[src/ata_pkg.sv]
`default_nettype none

package ata_pkg;

  // Field widths of the sample and result words.
  localparam int ACCEL_W = 12;
  localparam int ANGLE_W = 15;

  // CORDIC datapath: axes are scaled up by GUARD_BITS before the passes.
  localparam int GUARD_BITS = 20;
  localparam int DATA_W     = 40;

  // Angle accumulator in Q30 radians.
  localparam int ANGLE_Q        = 30;
  localparam int Z_W            = 32;
  localparam int ATAN_TABLE_LEN = 24;

  localparam int DEF_CORDIC_STEPS    = 16;
  localparam int DEF_ANGLE_FRAC_BITS = 13;

  localparam logic signed [Z_W-1:0] HALF_PI_Q30 = 32'sd1686629713;

  localparam logic signed [Z_W-1:0] ATAN_Q30 [ATAN_TABLE_LEN] = '{
    32'sd843314857, 32'sd497837829, 32'sd263043837, 32'sd133525159,
    32'sd67021687,  32'sd33543516,  32'sd16775851,  32'sd8388437,
    32'sd4194283,   32'sd2097149,   32'sd1048576,   32'sd524288,
    32'sd262144,    32'sd131072,    32'sd65536,     32'sd32768,
    32'sd16384,     32'sd8192,      32'sd4096,      32'sd2048,
    32'sd1024,      32'sd512,       32'sd256,       32'sd128
  };

  typedef enum logic [2:0] {
    MODE_CORDIC,
    MODE_ZERO,
    MODE_UNDEF,
    MODE_POS_HALF,
    MODE_NEG_HALF
  } ata_mode_t;

  typedef struct packed {
    logic signed [ACCEL_W-1:0] accel_x;
    logic signed [ACCEL_W-1:0] accel_y;
    logic signed [ACCEL_W-1:0] accel_z;
    logic                      operation;
  } ata_sample_t;

  typedef struct packed {
    logic signed [ANGLE_W-1:0] tilt_angle;
    logic                      undefined_angle;
  } ata_result_t;

  // One CORDIC vector pair.
  typedef struct packed {
    logic signed [DATA_W-1:0] x;
    logic signed [DATA_W-1:0] y;
  } ata_vec_t;

  // Control that rides along with each word through the chain.
  typedef struct packed {
    ata_mode_t mode;
    logic      num_neg;
  } ata_side_t;

  function automatic logic signed [Z_W-1:0] atan_entry(input int idx);
    if (idx < ATAN_TABLE_LEN) begin
      return ATAN_Q30[idx];
    end
    return '0;
  endfunction

  // One vectoring rotation: drive y toward zero, shifts round toward minus infinity.
  function automatic ata_vec_t vec_step(input ata_vec_t v, input int sh);
    logic signed [DATA_W-1:0] dx;
    logic signed [DATA_W-1:0] dy;
    ata_vec_t                 r;
    dx = $signed(v.y) >>> sh;
    dy = $signed(v.x) >>> sh;
    if (!v.y[DATA_W-1]) begin
      r.x = $signed(v.x) + dx;
      r.y = $signed(v.y) - dy;
    end else begin
      r.x = $signed(v.x) - dx;
      r.y = $signed(v.y) + dy;
    end
    return r;
  endfunction

  // Round a Q30 angle to frac_bits fraction bits, half up.
  function automatic logic signed [Z_W-1:0] round_q30(input logic signed [Z_W-1:0] z,
                                                      input int frac_bits);
    logic signed [Z_W-1:0] half;
    logic signed [Z_W-1:0] sum;
    half = Z_W'(1) <<< (ANGLE_Q - frac_bits - 1);
    sum  = z + half;
    return sum >>> (ANGLE_Q - frac_bits);
  endfunction

endpackage

`default_nettype wire

[src/ata_mag_cell.sv]
`default_nettype none

// One rotation step of the first pass, on two lanes at once: the magnitude
// pair and the numerator scaled by the same gain.
module ata_mag_cell import ata_pkg::*; #(
  parameter int STEP = 0
) (
  input  wire logic      clk,
  input  wire logic      rst,
  input  wire logic      en,
  input  wire logic      prev_valid,
  input  wire ata_side_t prev_side,
  input  wire ata_vec_t  prev_mag,
  input  wire ata_vec_t  prev_num,
  output logic           valid,
  output ata_side_t      side,
  output ata_vec_t       mag,
  output ata_vec_t       num
);

  always_ff @(posedge clk) begin
    if (rst) begin
      valid <= 1'b0;
    end else if (en) begin
      valid <= prev_valid;
    end
  end

  always_ff @(posedge clk) begin
    if (en) begin
      side <= prev_side;
      mag  <= vec_step(prev_mag, STEP);
      num  <= vec_step(prev_num, STEP);
    end
  end

endmodule

`default_nettype wire

[config.mk]
export PLATFORM = sky130hd
export DESIGN_NAME = ata_mag_cell
export DESIGN_NICKNAME = d
export VERILOG_FILES = /design/src/ata_pkg.sv /design/src/ata_mag_cell.sv
export SDC_FILE = /design/constraint.sdc
export NUM_CORES = 1
export LEC_CHECK = 0
export BUFFER_PORTS_ARGS = -buffer_cell sky130_fd_sc_hd__buf_4
export CORE_MARGIN = 4
export CORE_UTILIZATION = 45
export CTS_BUF_LIST = sky130_fd_sc_hd__clkbuf_2
export DETAILED_ROUTE_END_ITERATION = 7
export PLACE_DENSITY = 0.64
export SKIP_CTS_REPAIR_TIMING = 1
export SLEW_MARGIN = 25
export SYNTH_ARGS = -nofsm -noshare
export SYNTH_HDL_FRONTEND = slang
export SYNTH_SLANG_ARGS = --single-unit
export TNS_END_PERCENT = 20
[constraint.sdc]
create_clock -name clk -period 6 [get_ports clk]
set_input_delay 1.2 -clock clk [delete_from_list [all_inputs] [get_ports clk]]
set_output_delay 1.2 -clock clk [all_outputs]
set_load 0.02 [all_outputs]
==> results.yml <==
yosys:
  synth_edf_count: 162
  yosys_warnings: 0
  synth_area_per_cell_sq_um: 8.022
  yosys.area.top_type: "edfxtp_1"
  synth_cell_types: 86
  ys_seq_elements: 163
  yosysMostFrequentCell: "a21oi_1"
  synth_common_cells: "a21oi_1, ha_1, inv_1"
  synth_cells: 2492
  synth_flop_cell: "edfxtp_1"
  synthTopCellsByArea: "edfxtp_1, ha_1, a21oi_1"
  synth_nets: 2926
  synthArstFlopShare_pct: 0
  ys_seq_area_share_pct: 24.44
  synth_area_sq_mm: 0.01999
  synth_top_area_share_pct: 24.33
grt:
  grt_overflow: 0
  grt_pass1_wl_microns: 119300
  grt_pass1_vias: 19960
  grt_max_degree: 98
  antenna_found_initial: 6
  grt_util_all_layers_pct: 32.43
floorplan:
  start_util_pct: 46.00
  dieWidth_microns: 218.8
  coreArea_sq_mm: 0.04346
  io_pins: 333
  rows: 76
  die_h_microns: 218.8
  die_area_sq_mm: 0.04786
worst_setup_path:
  arrival_ps: 5410
  required_ps: 6880
  startpoint_type: "input pin"
  worst_setup_path_end_kind: "register"
  crit_path_max_fanout: 15
  path_class: "input pin to register"
clock_network:
  clock_latency_ps: 1090
  cts_buffers: 17
  htree_levels: 4
  cts_root_buf: "clkbuf_2"
  clk_pin_slew_ps: 280
  cts_tree: "built"
  cts_max_path_buffers: 2
  cts.sinks: 163
timing:
  fin_ws_ps: 1467
  slew_headroom_pct: 30.30
  finalCritPeriodShare_pct: 75.55
  grt_setup_unrepaired: "false"
  drv_slew: 0
  tns_ps: 0
  finalSetupViolations: 0
  tightest_slew_ps: 1045
  fin_worst_skew_ps: 0
  fin_crit_ps: 4533
  hold_viol: 0
  fmax_mhz: 220.6
place:
  port_buffers: 332
  preCtsSetupSlack_ps: 571.6
  gp_congestion: 0.9623
  hpwl_microns: 64980
route:
  drtPass1Iterations: 8
  drt-initial-drc-count: 2190
  avgRoutedWirePerCell_microns: 23.90
  viasPerCell: 6.118
  vias: 20390
  drtAntennaViolNets: 0
  wl_microns: 79660
  drc: 0
pwr:
  p_per_area_mw_per_mm2: 206.4
  finalPower_mw: 4.767
  power_leakage_nw: 10.31
  irDropWorstVdd_mv: 0.1474
run_status:
  outcome: "finished, final reports clean"
final_layout:
  area_growth_pct: 15.52
  drive_gt1_share_pct: 14.87
  nets: 3165
  n_fill_cell: 4243
hold_path:
  hp-class: "input pin to register"
flow_run:
  drv_cap: 0
placed cells by master (no fill, tap or decap), types with 24 or more instances in the layout:
| cell type | netlist | final |
|---|---|---|
| ha_1 | 260 | 260 |
| a31oi_1 | 24 | 24 |
| nor2b_1 | 27 | 27 |
| a21o_1 | 85 | 85 |
| buf_4 | 2 | 340 |
| a211oi_1 | 31 | 31 |
| nor2_1 | 193 | 193 |
| nand2b_1 | 29 | 29 |
| o21a_1 | 30 | 30 |
| nand2_1 | 147 | 147 |
| mux2i_1 | 33 | 33 |
| nor4_1 | 24 | 24 |
| o31ai_1 | 28 | 28 |
| edfxtp_1 | 162 | 162 |
| o21ai_0 | 177 | 177 |
| o21bai_1 | 74 | 74 |
| inv_1 | 237 | 236 |
| nand4_1 | 41 | 41 |
| nand3_1 | 37 | 37 |
| xnor2_1 | 131 | 131 |
| nor3_1 | 48 | 48 |
| a21oi_1 | 307 | 307 |
stage by stage:
stage	cell area [sq um]	cells	utilization (%)	hold WS, ps
after floorplan	19990	2492	-	578.8
after detailed placement	22800	3297	52.46	510.0
after CTS	23080	3329	53.12	69.40
final	23090	3333	53.14	221.6
after global routing	23090	3333	53.14	116.9
after global placement	22800	3297	52.46	474.2
sequential cells by signal, summed over array words and instances (netlist names):
| register | count |
|---|---|
| mag | 79 |
| valid | 1 |
| num | 79 |
| side | 4 |
kinds of logic after synthesis:
| kind of cell | synth area share, % |
|---|---|
| buffers and inverters | 6.954 |
| multiplexers | 1.709 |
| AND/OR/NAND/NOR | 15.01 |
| adder cells (fa/ha/maj) | 16.87 |
| flip-flops | 24.44 |
| XOR/XNOR | 6.528 |
| AO/OA/AOI/OAI | 28.49 |
path summary, 6_finish.rpt:
kind / end / start / cells after the start / slack, ps
min: valid / rst / 2 / 220
min reg2reg: valid / valid / 2 / 550
max reg2reg: valid / valid / 2 / 5380
max: num[36] / prev_num[20] / 12 / 1470
final cells by class:
| cell class | instances | area (sq um) | area share, % |
|---|---|---|---|
| Timing Repair Buffer | 341 | 2564 | 11.10 |
| Clock inverter | 15 | 201.4 | 0.8723 |
| Antenna cell | 4 | 10.01 | 0.04334 |
| Clock buffer | 17 | 85.08 | 0.3684 |
| Multi-Input combinational cell | 1968 | 13720 | 59.39 |
| Sequential cell | 163 | 4885 | 21.15 |
| Inverter | 240 | 900.9 | 3.901 |
| Tap cell | 585 | 732.0 | 3.170 |
worst max-delay path: stages:
cell      delay, ps
buf_4           100
inv_1            50
ha_1            610
clkinv_1        390
nor4_1          760
nand3_1         330
a211oi_1        630
a211oi_1        180
a21oi_1         280
o21ai_0         220
and3_1          220
nor4b_1         430
power by group:
group / internal [mW] / switching (mW) / total [mW]
Combinational: 0.889 / 1.53 / 2.42
Sequential: 1.51 / 0.0764 / 1.59
Clock: 0.248 / 0.506 / 0.754
layer usage:
layer  track usage, %  part of all wire (%)  vias to the layer above
met2            56.30                    49                      901
met3            5.372                   5.9                      193
met1            39.67                    40                     9823
met4            14.26                   4.6                        4
li1                 -                     -                     9469
met5                0                 0.033                        -
Note: power is estimated with default switching activity, not from simulation.
