==> src/ata_pkg.sv <==
`default_nettype none

package ata_pkg;

  // Field widths of the sample and result words.
  localparam int ACCEL_W = 12;
  localparam int ANGLE_W = 15;

  // CORDIC datapath: axes are scaled up by GUARD_BITS before the passes.
  localparam int GUARD_BITS = 20;
  localparam int DATA_W     = 40;

  // Angle accumulator in Q30 radians.
  localparam int ANGLE_Q        = 30;
  localparam int Z_W            = 32;
  localparam int ATAN_TABLE_LEN = 24;

  localparam int DEF_CORDIC_STEPS    = 16;
  localparam int DEF_ANGLE_FRAC_BITS = 13;

  localparam logic signed [Z_W-1:0] HALF_PI_Q30 = 32'sd1686629713;

  localparam logic signed [Z_W-1:0] ATAN_Q30 [ATAN_TABLE_LEN] = '{
    32'sd843314857, 32'sd497837829, 32'sd263043837, 32'sd133525159,
    32'sd67021687,  32'sd33543516,  32'sd16775851,  32'sd8388437,
    32'sd4194283,   32'sd2097149,   32'sd1048576,   32'sd524288,
    32'sd262144,    32'sd131072,    32'sd65536,     32'sd32768,
    32'sd16384,     32'sd8192,      32'sd4096,      32'sd2048,
    32'sd1024,      32'sd512,       32'sd256,       32'sd128
  };

  typedef enum logic [2:0] {
    MODE_CORDIC,
    MODE_ZERO,
    MODE_UNDEF,
    MODE_POS_HALF,
    MODE_NEG_HALF
  } ata_mode_t;

  typedef struct packed {
    logic signed [ACCEL_W-1:0] accel_x;
    logic signed [ACCEL_W-1:0] accel_y;
    logic signed [ACCEL_W-1:0] accel_z;
    logic                      operation;
  } ata_sample_t;

  typedef struct packed {
    logic signed [ANGLE_W-1:0] tilt_angle;
    logic                      undefined_angle;
  } ata_result_t;

  // One CORDIC vector pair.
  typedef struct packed {
    logic signed [DATA_W-1:0] x;
    logic signed [DATA_W-1:0] y;
  } ata_vec_t;

  // Control that rides along with each word through the chain.
  typedef struct packed {
    ata_mode_t mode;
    logic      num_neg;
  } ata_side_t;

  function automatic logic signed [Z_W-1:0] atan_entry(input int idx);
    if (idx < ATAN_TABLE_LEN) begin
      return ATAN_Q30[idx];
    end
    return '0;
  endfunction

  // One vectoring rotation: drive y toward zero, shifts round toward minus infinity.
  function automatic ata_vec_t vec_step(input ata_vec_t v, input int sh);
    logic signed [DATA_W-1:0] dx;
    logic signed [DATA_W-1:0] dy;
    ata_vec_t                 r;
    dx = $signed(v.y) >>> sh;
    dy = $signed(v.x) >>> sh;
    if (!v.y[DATA_W-1]) begin
      r.x = $signed(v.x) + dx;
      r.y = $signed(v.y) - dy;
    end else begin
      r.x = $signed(v.x) - dx;
      r.y = $signed(v.y) + dy;
    end
    return r;
  endfunction

  // Round a Q30 angle to frac_bits fraction bits, half up.
  function automatic logic signed [Z_W-1:0] round_q30(input logic signed [Z_W-1:0] z,
                                                      input int frac_bits);
    logic signed [Z_W-1:0] half;
    logic signed [Z_W-1:0] sum;
    half = Z_W'(1) <<< (ANGLE_Q - frac_bits - 1);
    sum  = z + half;
    return sum >>> (ANGLE_Q - frac_bits);
  endfunction

endpackage

`default_nettype wire

==> src/ata_angle_cell.sv <==
`default_nettype none

// One rotation step of the arctangent pass, with its angle accumulator.
module ata_angle_cell import ata_pkg::*; #(
  parameter int STEP = 0
) (
  input  wire logic                  clk,
  input  wire logic                  rst,
  input  wire logic                  en,
  input  wire logic                  prev_valid,
  input  wire ata_side_t             prev_side,
  input  wire ata_vec_t              prev_vec,
  input  wire logic signed [Z_W-1:0] prev_z,
  output logic                       valid,
  output ata_side_t                  side,
  output ata_vec_t                   vec,
  output logic signed [Z_W-1:0]      z
);

  localparam logic signed [Z_W-1:0] ATAN_STEP = atan_entry(STEP);

  always_ff @(posedge clk) begin
    if (rst) begin
      valid <= 1'b0;
    end else if (en) begin
      valid <= prev_valid;
    end
  end

  always_ff @(posedge clk) begin
    if (en) begin
      side <= prev_side;
      vec  <= vec_step(prev_vec, STEP);
      z    <= prev_vec.y[DATA_W-1] ? prev_z - ATAN_STEP : prev_z + ATAN_STEP;
    end
  end

endmodule

`default_nettype wire

==> config.mk <==
export PLATFORM = sky130hd
export DESIGN_NAME = ata_angle_cell
export DESIGN_NICKNAME = d
export VERILOG_FILES = /design/src/ata_pkg.sv /design/src/ata_angle_cell.sv
export SDC_FILE = /design/constraint.sdc
export NUM_CORES = 1
export LEC_CHECK = 0
export BUFFER_PORTS_ARGS = -buffer_cell sky130_fd_sc_hd__buf_4
export CORE_MARGIN = 2
export CORE_UTILIZATION = 51
export CTS_CLUSTER_SIZE = 14
export DETAILED_ROUTE_END_ITERATION = 8
export PLACE_DENSITY = 0.77
export SYNTH_ARGS = -nofsm -noshare
export SYNTH_HDL_FRONTEND = slang
export SYNTH_SLANG_ARGS = --single-unit
export TNS_END_PERCENT = 30
==> constraint.sdc <==
create_clock -name clk -period 4 [get_ports clk]
set_input_delay 0.8 -clock clk [delete_from_list [all_inputs] [get_ports clk]]
set_output_delay 0.8 -clock clk [all_outputs]
set_load 0.005 [all_outputs]
==> summary.txt <==
Outcome
  – Status: finished clean

Synth
  – Register area share after synthesis: 28.0%
  – Synth Cell Area: 0.0124 sq mm
  – Post-Synthesis Cells: 1444
  – Synth Warn #: 0
  – Primary FF master, synth: edfxtp_1
  – Yosys reg bits: ~120
  – EDFF count, synth: between 100 and 150
  – Post-synth ARST share: 0%
  – Syn_nets: 1728
  – Distinct cells, synth: 87
  – Mean post-synth cell area: 8.60 sq um

Place
  – Detailed Place HPWL: 32300 microns
  – Inst Count DP: 2023
  – Dpl cell area: 0.0148 sq mm
  – IO Port Bufs: between 200 and 250
  – GPL Wtd Cong: 0.987

Power
  – Sw frac: 34.4%
  – VDD IR max: 0.186 mV
  – Logic pwr share: approximately 38%
  – Internal Power: 3520 uW
  – LEAKAGE: ~0.0070 uW
  – NetSw: 1840 uW
  – PwrDens: 347 mW/mm^2
  – Clock share of power: 30.9%
  – Sequential Power Share: 31.2%
  – Tot Pwr: 5370 uW

Worst setup path
  – Reg-to-Reg End: valid
  – Critical path's most frequent cell: buf_4
  – Setup CP Type: in -> reg
  – Critical path capture point: vec[39]
  – Origin of the critical flop-to-flop path: valid
  – CP max FO: 8
  – Crit path from: prev_vec[4]
  – Worst EP required: 4.17 ns
  – CP cell instances: buf_4 > inv_1 > ha_1 > buf_4 > nor3_1 > o21a_1 > o21ai_1 > buf_4 > a211oi_2 > o211a_1 > o2111ai_2 > a31oi_1 > o22ai_1 > xor2_1
  – CP Capture Type: register
  – WP data arrival: 3.79 ns
  – CP peak stage delay: 0.47 ns
  – Worst Setup Start Kind: input port
  – Worst Reg-to-Reg Cells: 2
  – Slowest-stage cell, CP: a31oi_1
  – R2r setup slk: between 3 and 4 ns

Floorplanning
  – Core Region: 0.0241 sq mm
  – Initial Util: 51.5%
  – Die height: 160 microns
  – Die W: 160 microns
  – Io pins: 237
  – Rows: 57
  – Die area: 0.0256 sq mm

Timing
  – Final setup fails: 0
  – Clk_skew: 0 ns
  – Min Tclk post-route: 3.63 ns
  – RSZ-0062 raised after global routing: false
  – Count of final max-slew check failures: 0
  – Final hold violations: 0
  – Setup TNS: 0 ns
  – Max transition margin: 40.7%
  – Final period utilization: between 90% and 100%
  – Maximum clock rate: 0.276 GHz
  – Slew of the pin with the lowest slew margin: 0.890 ns

GRT
  – Initial antenna violation count: 0
  – Total grt overflow: 0
  – Largest net degree at the start of global routing: 81
  – GRT Util Overall: 30.9%
  – First-pass GRT wire length: around 63000 microns
  – Vias in the first global route: approximately 12000

Clock tree
  – Clock sinks: 116
  – Post-CTS Hold Buffers: 0
  – Clock transition at path regs: approximately 0.06 ns
  – CTS tree: built
  – H-tree levels: 4
  – Total CTS buffers: 17
  – Resize count post-CTS: 0
  – Clock Latency Late Sink: 0.42 ns
  – Root buffer cell: clkbuf_16
  – Clk buf depth: 2
  – Setup bufs post-CTS: 0

Detailed routing
  – Number of DRC violations after detailed-routing iteration 0: 1140
  – Final WL: 40100 microns
  – Vias per cell: 5.93
  – DRT Pass-1 Iters: 6
  – DRC violations left: 0
  – Avg WL per Cell: 19.5 microns
  – Vias: approximately 12000
  – Final antenna-violating net count: 0

Final layout
  – Final net count: 2002
  – Design area: 0.0155 sq mm
  – Fin cells: 2055
  – Layout area overhead: 24.5%
  – Ant diodes: 0
  – Share of post-route cells with drive strength above 1: between 20% and 30%

Job
  – Number of max-cap violations: 0

Worst hold path
  – HP Class: reg -> reg
==> cell type report <==
cell class                      instances  area, sq um
Fill cell                            2133         8650
Multi-Input combinational cell       1135         8090
Sequential cell                       116         3470
Timing Repair Buffer                  313         2360
Inverter                              135          507
Clock buffer                           17          425
Tap cell                              324          405
Clock inverter                         15          194
==> metal layers <==
layer	routed length, microns	up-vias	global-route usage, %
met5	0	-	0
met4	1390	0	12.4
met3	2670	102	4.00
met2	19300	577	52.9
met1	16800	5719	39.7
li1	-	5792	-
==> through the flow <==
step | setup WS, ns | utilization [%] | hold WS, ns
5_1_grt | 0.248 | 64.1 | 0.516
3_5_place_dp | 0.0113 | 61.5 | 0.512
2_1_floorplan | 0.273 | - | 0.485
6_report | 0.373 | 64.1 | 0.521
4_1_cts | 0.455 | 64.1 | 0.515
3_3_place_gp | 0.0613 | 61.5 | 0.474
==> state kept, by name, summed over array words and instances (netlist names) <==
register / cells
vec: 79
side: 4
z: 32
valid: 1
==> power groups by stage <==
| stage | registers, uW | logic [uW] | clock network [uW] |
|---|---|---|---|
| floorplan | 1710 | 1100 | 0 |
| global placement | 1700 | 1980 | 0 |
| detailed placement | 1700 | 2000 | 0 |
| CTS | 1680 | 2010 | 1670 |
| global route | 1690 | 2210 | 1710 |
| finish | 1680 | 2030 | 1660 |
==> Yosys cell counts (23+ instances only) <==
library cell / n / area (sq um)
a21oi_1: 190 / 951
ha_1: 160 / 2000
inv_1: 130 / 488
edfxtp_1: 115 / 3450
nor2_1: 101 / 379
o21ai_0: 91 / 455
xnor2_1: 80 / 701
nand2_1: 72 / 270
a21o_1: 47 / 353
o21bai_1: 38 / 285
nor3_1: 32 / 160
nand3_1: 29 / 145
clkbuf_1: 24 / 90.1
xor2_1: 23 / 201
==> kinds of logic (layout without fill, tap and decap cells) <==
kind of cell	count (synthesis)	count (layout)	share of synthesized area [%]
mux	19	19	1.55
flops	116	116	28.0
xor+xnor	103	103	7.27
buf+inv	193	480	6.88
simple gates	339	339	13.3
compound gates	510	510	26.3
fa+ha+maj	164	164	16.8
==> layout by cell type (no fill, tap or decap), types with 13 or more instances in the layout <==
master	netlist	layout
a211oi_1	16	16
a21o_1	47	47
a21oi_1	190	190
a31oi_1	14	14
buf_4	2	312
clkbuf_16	0	17
edfxtp_1	115	115
ha_1	160	160
inv_1	130	129
mux2i_1	17	17
nand2_1	72	72
nand2b_1	15	15
nand3_1	29	29
nand4_1	20	20
nor2_1	101	101
nor2b_1	14	14
nor3_1	32	32
o21a_1	13	13
o21ai_0	91	91
o21bai_1	38	38
o31ai_1	19	19
or3_1	14	14
xnor2_1	80	80
xor2_1	23	23
==> how the worst min path moves through the flow <==
stage / slack [ns] / to / startpoint / cells past startpoint
CTS: 0.52 / valid / rst / 2
global placement: 0.47 / valid / valid / 2
global route: 0.52 / valid / rst / 2
finish: 0.52 / valid / valid / 2
floorplan: 0.48 / valid / valid / 2
detailed placement: 0.51 / valid / valid / 2
==> worst max-delay path, delay by kind of cell <==
| family | cells | cell delay (ns) |
|---|---|---|
| adders and majority gates | 1 | 0.40 |
| buffers and inverters | 4 | 0.50 |
| AOI/OAI and AO/OA | 7 | 1.72 |
| and+or+nand+nor | 1 | 0.18 |
| xor gates and xnor gates | 1 | 0.17 |
No activity file was read; power rests on OpenSTA's default activity.
